## src/hw/rtl/pls_pkg.sv

```systemverilog
// shared constants, codes and types of the positional list store
package pls_pkg;

   localparam int OPCODE_W = 3;
   localparam int POS_W    = 6;
   localparam int WORD_W   = 32;
   localparam int STATUS_W = 2;
   localparam int COUNT_W  = 6;
   // wide enough for any index or fill level up to 64 entries
   localparam int PTR_W    = 7;

   // operations
   localparam logic [OPCODE_W-1:0] OP_APPEND      = 3'd0;
   localparam logic [OPCODE_W-1:0] OP_INSERT      = 3'd1;
   localparam logic [OPCODE_W-1:0] OP_REMOVE_LAST = 3'd2;
   localparam logic [OPCODE_W-1:0] OP_REMOVE_AT   = 3'd3;
   localparam logic [OPCODE_W-1:0] OP_DUMP        = 3'd4;

   // result status
   localparam logic [STATUS_W-1:0] STS_OK     = 2'd0;
   localparam logic [STATUS_W-1:0] STS_FULL   = 2'd1;
   localparam logic [STATUS_W-1:0] STS_EMPTY  = 2'd2;
   localparam logic [STATUS_W-1:0] STS_BADPOS = 2'd3;

   // chain commands
   localparam logic [1:0] CMD_NONE   = 2'd0;
   localparam logic [1:0] CMD_INSERT = 2'd1;
   localparam logic [1:0] CMD_REMOVE = 2'd2;
   localparam logic [1:0] CMD_ROTATE = 2'd3;

   // per cell source select
   localparam logic [1:0] SEL_HOLD  = 2'd0;
   localparam logic [1:0] SEL_LEFT  = 2'd1;
   localparam logic [1:0] SEL_RIGHT = 2'd2;
   localparam logic [1:0] SEL_LOAD  = 2'd3;

   typedef logic signed [WORD_W-1:0] word_type;

   typedef struct packed {
      logic [1:0]       kind;
      logic [PTR_W-1:0] pos;
      logic [PTR_W-1:0] last;
      word_type         data;
   } chain_cmd_type;

endpackage

```

## src/hw/rtl/pls_if.sv

```systemverilog
// valid/ready channel interfaces for requests and responses
interface pls_req_if import pls_pkg::*; ();
   logic                valid;
   logic                ready;
   logic [OPCODE_W-1:0] opcode;
   logic [POS_W-1:0]    position;
   word_type            value;

   modport source(output valid, opcode, position, value, input ready);
   modport sink(input valid, opcode, position, value, output ready);
endinterface

interface pls_rsp_if import pls_pkg::*; ();
   logic                valid;
   logic                ready;
   logic [STATUS_W-1:0] status;
   logic [COUNT_W-1:0]  entry_count;
   word_type            entry_value;
   logic                entry_valid;
   logic                last_of_run;

   modport source(output valid, status, entry_count, entry_value, entry_valid, last_of_run,
                  input ready);
   modport sink(input valid, status, entry_count, entry_value, entry_valid, last_of_run,
                output ready);
endinterface

```

## src/hw/rtl/pls_cell.sv

```systemverilog
// one storage cell of the list chain
module pls_cell import pls_pkg::*; (
   input  logic       clock,
   input  logic [1:0] sel,
   input  word_type   left,
   input  word_type   right,
   input  word_type   load,
   output word_type   data
);

   word_type data_ff, data_in;

   always_comb begin
      unique case (sel)
         SEL_HOLD:  data_in = data_ff;
         SEL_LEFT:  data_in = left;
         SEL_RIGHT: data_in = right;
         SEL_LOAD:  data_in = load;
      endcase
   end

   always_ff @(posedge clock) begin
      data_ff <= data_in;
   end

   assign data = data_ff;

endmodule

```

## src/hw/rtl/pls_chain.sv

```systemverilog
// row of list cells with per cell shift decode
module pls_chain import pls_pkg::*; #(
   parameter int DEPTH
) (
   input  logic          clock,
   input  chain_cmd_type cmd,
   output word_type      head
);

   word_type cell_data [DEPTH];
   word_type load_word;

   // rotate feeds the head entry back in at the tail
   assign load_word = (cmd.kind == CMD_ROTATE) ? cell_data[0] : cmd.data;
   assign head      = cell_data[0];

   for (genvar i = 0; i < DEPTH; i++) begin : g_cell
      localparam logic [PTR_W-1:0] IDX = PTR_W'(i);
      logic [1:0] sel;
      word_type   left_word, right_word;

      if (i == 0) begin : g_first
         assign left_word = cell_data[i];
      end else begin : g_inner_left
         assign left_word = cell_data[i-1];
      end

      if (i == DEPTH - 1) begin : g_last
         assign right_word = cell_data[i];
      end else begin : g_inner_right
         assign right_word = cell_data[i+1];
      end

      always_comb begin
         unique case (cmd.kind)
            CMD_NONE: sel = SEL_HOLD;
            CMD_INSERT: begin
               if (IDX > cmd.pos) sel = SEL_LEFT;
               else if (IDX == cmd.pos) sel = SEL_LOAD;
               else sel = SEL_HOLD;
            end
            CMD_REMOVE: sel = (IDX >= cmd.pos) ? SEL_RIGHT : SEL_HOLD;
            CMD_ROTATE: begin
               if (IDX < cmd.last) sel = SEL_RIGHT;
               else if (IDX == cmd.last) sel = SEL_LOAD;
               else sel = SEL_HOLD;
            end
         endcase
      end

      pls_cell u_cell (
         .clock (clock),
         .sel   (sel),
         .left  (left_word),
         .right (right_word),
         .load  (load_word),
         .data  (cell_data[i])
      );
   end

endmodule

```

## src/hw/rtl/positional_list_store.sv

```systemverilog
// a result is registered in the cycle after its request transaction, except for a filled list dump
// append, insert, remove, empty dump and unused opcodes each give a single result
// a filled list dump enters the dump state, then emits each stored entry in turn from the head
// the list rotates through the cell chain during a dump and ends in its original order
// reset (synchronous, active high) empties the list and drops any pending response
// cell contents are not reset; only entries below the fill level are ever read
module positional_list_store import pls_pkg::*; #(
   parameter int DEPTH = 32
) (
   input  logic         clock,
   input  logic         reset,
   pls_req_if.sink      req_chan,
   pls_rsp_if.source    rsp_chan
);

   localparam int CW = $clog2(DEPTH + 1);

   // controller states
   localparam logic S_RUN  = 1'b0;
   localparam logic S_DUMP = 1'b1;

   logic          state_ff, state_in;
   logic [CW-1:0] fill_ff, fill_in;
   logic [CW-1:0] cnt_ff, cnt_in;

   // response register
   logic                out_valid_ff, out_valid_in;
   logic [STATUS_W-1:0] status_ff;
   logic [COUNT_W-1:0]  count_ff;
   word_type            value_ff;
   logic                entry_valid_ff;
   logic                last_ff;

   logic                out_free;
   logic                out_load;
   logic                req_accept;
   logic                list_full;
   logic                list_empty;
   logic [PTR_W-1:0]    fill_x;
   logic [PTR_W-1:0]    pos_x;
   logic [STATUS_W-1:0] status_d;
   word_type            value_d;
   logic                entry_valid_d;
   logic                last_d;
   chain_cmd_type       cmd;
   word_type            head;

   // the response register frees up when empty or when drained this cycle
   assign out_free   = !out_valid_ff || rsp_chan.ready;
   assign req_chan.ready = (state_ff == S_RUN) && out_free;
   assign req_accept = req_chan.valid && req_chan.ready;

   assign fill_x     = PTR_W'(fill_ff);
   assign pos_x      = PTR_W'(req_chan.position);
   assign list_full  = (fill_ff == CW'(DEPTH));
   assign list_empty = (fill_ff == '0);

   always_comb begin
      state_in      = state_ff;
      fill_in       = fill_ff;
      cnt_in        = cnt_ff;
      out_load      = 1'b0;
      status_d      = STS_OK;
      value_d       = '0;
      entry_valid_d = 1'b0;
      last_d        = 1'b1;
      cmd.kind      = CMD_NONE;
      cmd.pos       = '0;
      cmd.last      = '0;
      cmd.data      = req_chan.value;

      if (state_ff == S_RUN) begin
         if (req_accept) begin
            out_load = 1'b1;
            unique case (req_chan.opcode)
               OP_APPEND: begin
                  if (list_full) begin
                     status_d = STS_FULL;
                  end else begin
                     // append is an insert at the tail
                     cmd.kind = CMD_INSERT;
                     cmd.pos  = fill_x;
                     fill_in  = fill_ff + CW'(1);
                  end
               end
               OP_INSERT: begin
                  // fullness takes priority over a bad position
                  if (list_full) begin
                     status_d = STS_FULL;
                  end else if (pos_x > fill_x) begin
                     status_d = STS_BADPOS;
                  end else begin
                     cmd.kind = CMD_INSERT;
                     cmd.pos  = pos_x;
                     fill_in  = fill_ff + CW'(1);
                  end
               end
               OP_REMOVE_LAST: begin
                  if (list_empty) begin
                     status_d = STS_EMPTY;
                  end else begin
                     fill_in = fill_ff - CW'(1);
                  end
               end
               OP_REMOVE_AT: begin
                  // emptiness takes priority over a bad position
                  if (list_empty) begin
                     status_d = STS_EMPTY;
                  end else if (pos_x >= fill_x) begin
                     status_d = STS_BADPOS;
                  end else begin
                     cmd.kind = CMD_REMOVE;
                     cmd.pos  = pos_x;
                     fill_in  = fill_ff - CW'(1);
                  end
               end
               OP_DUMP: begin
                  // an empty list answers with one marker result right away
                  if (!list_empty) begin
                     out_load = 1'b0;
                     state_in = S_DUMP;
                     cnt_in   = '0;
                  end
               end
               default: begin
                  // unused opcode: plain ok response
               end
            endcase
         end
      end else if (out_free) begin
         // emit the head entry and rotate the list by one
         cmd.kind      = CMD_ROTATE;
         cmd.last      = fill_x - PTR_W'(1);
         out_load      = 1'b1;
         value_d       = head;
         entry_valid_d = 1'b1;
         last_d        = (cnt_ff == fill_ff - CW'(1));
         cnt_in        = cnt_ff + CW'(1);
         if (last_d) begin
            state_in = S_RUN;
         end
      end
   end

   assign out_valid_in = out_load || (out_valid_ff && !rsp_chan.ready);

   pls_chain #(
      .DEPTH (DEPTH)
   ) u_chain (
      .clock (clock),
      .cmd   (cmd),
      .head  (head)
   );

   // control state
   always_ff @(posedge clock) begin
      if (reset) begin
         state_ff     <= S_RUN;
         fill_ff      <= '0;
         cnt_ff       <= '0;
         out_valid_ff <= 1'b0;
      end else begin
         state_ff     <= state_in;
         fill_ff      <= fill_in;
         cnt_ff       <= cnt_in;
         out_valid_ff <= out_valid_in;
      end
   end

   // response payload, loaded only with a new result
   always_ff @(posedge clock) begin
      if (out_load) begin
         status_ff      <= status_d;
         count_ff       <= COUNT_W'(fill_in);
         value_ff       <= value_d;
         entry_valid_ff <= entry_valid_d;
         last_ff        <= last_d;
      end
   end

   assign rsp_chan.valid       = out_valid_ff;
   assign rsp_chan.status      = status_ff;
   assign rsp_chan.entry_count = count_ff;
   assign rsp_chan.entry_value = value_ff;
   assign rsp_chan.entry_valid = entry_valid_ff;
   assign rsp_chan.last_of_run = last_ff;

   // fill level never passes the capacity
   a_fill_bound: assert property (@(posedge clock) disable iff (reset)
      fill_ff <= CW'(DEPTH))
      else $error("fill level above capacity");

   // no new transaction is taken while a dump is running
   a_dump_blocks: assert property (@(posedge clock) disable iff (reset)
      state_ff == S_DUMP |-> !req_chan.ready)
      else $error("request accepted during dump");

   // a dump of a non-empty list enters the dump state
   a_dump_start: assert property (@(posedge clock) disable iff (reset)
      req_accept && req_chan.opcode == OP_DUMP && !list_empty |=> state_ff == S_DUMP)
      else $error("dump did not start");

   // a dump leaves the fill level untouched
   a_dump_fill: assert property (@(posedge clock) disable iff (reset)
      state_ff == S_DUMP |=> fill_ff == $past(fill_ff))
      else $error("fill level changed during dump");

   // the dump counter stays below the fill level
   a_dump_cnt: assert property (@(posedge clock) disable iff (reset)
      state_ff == S_DUMP |-> cnt_ff < fill_ff)
      else $error("dump counter past fill level");

endmodule
```

## src/flat_wrapper.sv

```systemverilog
// flat-port wrapper written by rule: the top's interface ports become plain ports
module positional_list_store_flat import pls_pkg::*;
#(
   parameter int DEPTH = 32
)
  (clock, reset, req_chan_valid, req_chan_opcode, req_chan_position, req_chan_value, req_chan_ready, rsp_chan_valid, rsp_chan_status, rsp_chan_entry_count, rsp_chan_entry_value, rsp_chan_entry_valid, rsp_chan_last_of_run, rsp_chan_ready);
  pls_req_if req_chan_i ();
  pls_rsp_if rsp_chan_i ();
  input  logic clock;
  input  logic reset;
  input wire logic [$bits(req_chan_i.valid)-1:0] req_chan_valid;
  input wire logic [$bits(req_chan_i.opcode)-1:0] req_chan_opcode;
  input wire logic [$bits(req_chan_i.position)-1:0] req_chan_position;
  input wire logic [$bits(req_chan_i.value)-1:0] req_chan_value;
  output wire logic [$bits(req_chan_i.ready)-1:0] req_chan_ready;
  output wire logic [$bits(rsp_chan_i.valid)-1:0] rsp_chan_valid;
  output wire logic [$bits(rsp_chan_i.status)-1:0] rsp_chan_status;
  output wire logic [$bits(rsp_chan_i.entry_count)-1:0] rsp_chan_entry_count;
  output wire logic [$bits(rsp_chan_i.entry_value)-1:0] rsp_chan_entry_value;
  output wire logic [$bits(rsp_chan_i.entry_valid)-1:0] rsp_chan_entry_valid;
  output wire logic [$bits(rsp_chan_i.last_of_run)-1:0] rsp_chan_last_of_run;
  input wire logic [$bits(rsp_chan_i.ready)-1:0] rsp_chan_ready;
  assign req_chan_i.valid = req_chan_valid;
  assign req_chan_i.opcode = req_chan_opcode;
  assign req_chan_i.position = req_chan_position;
  assign req_chan_i.value = req_chan_value;
  assign req_chan_ready = req_chan_i.ready;
  assign rsp_chan_valid = rsp_chan_i.valid;
  assign rsp_chan_status = rsp_chan_i.status;
  assign rsp_chan_entry_count = rsp_chan_i.entry_count;
  assign rsp_chan_entry_value = rsp_chan_i.entry_value;
  assign rsp_chan_entry_valid = rsp_chan_i.entry_valid;
  assign rsp_chan_last_of_run = rsp_chan_i.last_of_run;
  assign rsp_chan_i.ready = rsp_chan_ready;
  positional_list_store #(.DEPTH(DEPTH)) u_core (.clock(clock), .reset(reset), .req_chan(req_chan_i), .rsp_chan(rsp_chan_i));
endmodule
```

## config.mk

```make
export PLATFORM = sky130hd
export DESIGN_NAME = positional_list_store_flat
export DESIGN_NICKNAME = d
export VERILOG_FILES = /design/src/hw/rtl/pls_pkg.sv /design/src/hw/rtl/pls_if.sv /design/src/hw/rtl/pls_cell.sv /design/src/hw/rtl/pls_chain.sv /design/src/hw/rtl/positional_list_store.sv /design/src/flat_wrapper.sv
export SDC_FILE = /design/constraint.sdc
export NUM_CORES = 2
export LEC_CHECK = 0
export BUFFER_PORTS_ARGS = -buffer_cell sky130_fd_sc_hd__buf_4
export CORE_ASPECT_RATIO = 1.5
export CORE_MARGIN = 2
export CORE_UTILIZATION = 65
export CTS_BUF_LIST = sky130_fd_sc_hd__clkbuf_4
export DETAILED_ROUTE_END_ITERATION = 8
export PLACE_DENSITY = 0.82
export SLEW_MARGIN = 5
export SYNTH_ARGS = -nofsm -noshare
export SYNTH_HDL_FRONTEND = slang
export SYNTH_HIERARCHICAL = 1
export SYNTH_SLANG_ARGS = --single-unit
```

## constraint.sdc

```tcl
create_clock -name clock -period 6.4 [get_ports clock]
set_input_delay 1.28 -clock clock [delete_from_list [all_inputs] [get_ports clock]]
set_output_delay 1.28 -clock clock [all_outputs]
set_load 0.05 [all_outputs]
```

==> reports/qor.yml <==
wl_per_cell_um: 24.48
grt_pass1_wl_mm: 244.3
rsz0062_at_grt: "false"
core-area_um2: 90030
rows: 135
crit_family: "simple AND/OR/NAND/NOR gates"
clkSinkCount: 1080
critPathMaxFanout: 32
async_reset_ff_share_pct: 0
grt_usage_pct: 34.47
critPathBufInv: 2
ys_types: 96
avgSynthCellArea_um2: 11.33
syn_inst: 5203
num_io_pins: 89
fin_crit_ns: 5.341
gr-total-overflow: 0
ys_seq_area_share_pct: 54.77
slowest_delay_ns: 0.69
h-tree-depth: 5
cts-buffers-inserted: 276
fin_nets: 5407
clock_skew_ns: 0.1104
layout_setup_ws_ns: 1.059
drv_cap: 0
first_pass_iters: 8
tightest_slew_ns: 0.9765
synth_top_area_share_pct: 54.29
fin_tns_setup_ns: 0
setup_violations: 0
vias: 42950
vdd_ir_drop_max_v: 0.0001790
die_h_um: 372.9
pre_cts_slack_ns: 0.5534
cp_num_cells: 14
port_buffers: 88
cp_data_required_time_ns: 7.20
antenna_found_initial: 4
crit_path_end: "u_core/u_chain/g_cell[26].u_cell/data[12]"
worstSetupStartpoint: "u_core/fill_ff[4]"
initial_core_util_pct: 65.49
clk_pin_slew_ns: 0.07
drt-total-wl_mm: 163.3
cp.arrival_ns: 6.14
cts_hold_buf: 0
drc: 0
cts_tree: "done"
clockBufferDepth: 4
finalWeightedCongestion: 1.009
synth_top_cell_by_area: "edfxtp_1"
synth.area.top_cells: "edfxtp_1 54%, mux2i_1 17%, a21oi_1 9.1%"
slew_violations: 0
grt_max_degree: 65
syn_area_um2: 58960
powerDensity_nw_per_um2: 223.1
die_area_um2: 93180
drive_gt1_share_pct: 14.63
crit_type: "flop to flop"
status: "completed"
fin_crit_sh_pct: 83.45
ys.flop_type: "edfxtp_1"
start_kind: "flop"
end_kind: "flop"
p_leak_nw: 20.14
postCtsSetupBuffers: 0
cts_resized: 0
slew_headroom_pct: 34.67
synth-edff-count: 1066
reg2reg_to: "u_core/u_chain/g_cell[26].u_cell/data[12]"
vias_per_cell: 6.440
synth_warnings: 6
worstHoldPathCells: 2
r2r_slack_ns: 1.06
hold_class: "input pin to flop"
grt_pass1_vias: 42930
crit_path_top_delay_cell: "dfxtp_1"
r2r-start: "u_core/fill_ff[4]"
ant_nets: 0
crit_top_cell: "nor2_1"
area_delta_synth_final_pct: 6.621
fin_hold_ws_ns: 0.4166
fillCellCount: 6419
max_freq_ghz: 0.1872
hold_violations: 0
clk_latency_ns: 1.26
worstPathCellList: "inv_1, ha_1, and4_1, nand3_2, a21boi_4, o32ai_4, a32oi_1, nor2_1, buf_4, nand4bb_1, nor4_1, nor2_1, a21oi_4, or2_2"
r2r_cells: 14
ys_seq_elements: 1080
place_hpwl_mm: 111.1
detailedRoute.firstIterationViolations: 4006
dieWidth_um: 249.9
cts-root-buf: "clkbuf_4"
-- cells in the final DEF, fill, tap and decap left out, types with 9 or more instances in the layout --
cell      count
nand3_1      27
mux2i_1    1025
nor3_1       13
inv_1        19
o21ai_4      12
nor2b_1      10
clkinv_1     40
buf_12       25
clkbuf_4    379
nor2_1     1077
nand4_1      11
ha_1         10
a31oi_1      11
and2_1       39
edfxtp_1   1066
or2_2        36
dfxtp_1      14
o21ai_0      24
a21oi_1    1060
a21oi_4      10
xor2_1        9
nand2_1     143
buf_4       250
-- report_power, final --
group,internal [mW],switching [mW]
Clock,2.75,2.76
Combinational,0.204,0.492
Sequential,7.77,0.0525
Total,10.7,3.30
-- cell families after synthesis --
logic type	share of synthesized area (%)
AOI/OAI and AO/OA	10.94
xor gates and xnor gates	0.2356
adders and majority gates	0.2292
buffers and inverters	6.258
DFF	54.77
muxes	17.40
other	0.006360
and+or+nand+nor	10.16
-- flip-flops by register name, summed over array words and instances (netlist names) --
name	count
u_core/u_chain/g_cell.u_cell/data	1024
u_core/rsp_chan.valid	1
u_core/fill_ff	6
u_core/rsp_chan.entry_valid	1
u_core/cnt_ff	6
u_core/rsp_chan.last_of_run	1
u_core/rsp_chan.status	2
u_core/rsp_chan.entry_value	32
u_core/rsp_chan.entry_count	6
u_core/state_ff	1
-- layer usage --
| layer | vias to the layer above | global-route usage [%] | part of all wire, % |
|---|---|---|---|
| met4 | 2 | 26.61 | 8.3 |
| met5 | - | 0 | 0.012 |
| met3 | 784 | 5.970 | 6.7 |
| met2 | 2199 | 59.65 | 51 |
| met1 | 20480 | 37.51 | 35 |
| li1 | 19480 | - | - |
-- worst min-delay path by stage --
stage | startpoint | to | slack, ns
3_5_place_dp | u_core/cnt_ff[1] | u_core/cnt_ff[1] | 0.51
2_1_floorplan | u_core/cnt_ff[1] | u_core/cnt_ff[1] | 0.47
3_3_place_gp | u_core/cnt_ff[1] | u_core/cnt_ff[1] | 0.49
4_1_cts | reset | u_core/cnt_ff[1] | 0.31
6_report | reset | u_core/cnt_ff[1] | 0.42
5_1_grt | reset | u_core/cnt_ff[1] | 0.36
-- cell type report --
type / instances / area (um2) / share of cell area (%)
Sequential cell: 1080 / 32290 / 51.37
Multi-Input combinational cell: 3699 / 23600 / 37.54
Clock buffer: 379 / 2845 / 4.526
Timing Repair Buffer: 275 / 2377 / 3.782
Tap cell: 1164 / 1456 / 2.317
Clock inverter: 49 / 215.2 / 0.3423
Inverter: 20 / 75.07 / 0.1194
Antenna cell: 3 / 7.507 / 0.01194
-- synth_stat cells (all sizes together), types with 16 or more instances --
master,count
or2,36
nor3,16
edfxtp,1066
inv,20
mux2i,1025
and2,42
a21oi,1070
clkbuf,132
buf,276
nand3,31
nand2,147
o21ai,41
nor2,1087
-- stage by stage --
stage / util (%) / power, mW / instance area, um2 / instances
6_report: 69.83 / 14.03 / 62860 / 6669
5_1_grt: 69.82 / 14.47 / 62860 / 6668
4_1_cts: 69.82 / 14.10 / 62860 / 6666
3_5_place_dp: 66.42 / 8.655 / 59800 / 6238
3_3_place_gp: 66.42 / 8.642 / 59800 / 6238
2_1_floorplan: - / 8.387 / 58980 / 5207
No activity file was read; power rests on OpenSTA's default activity.
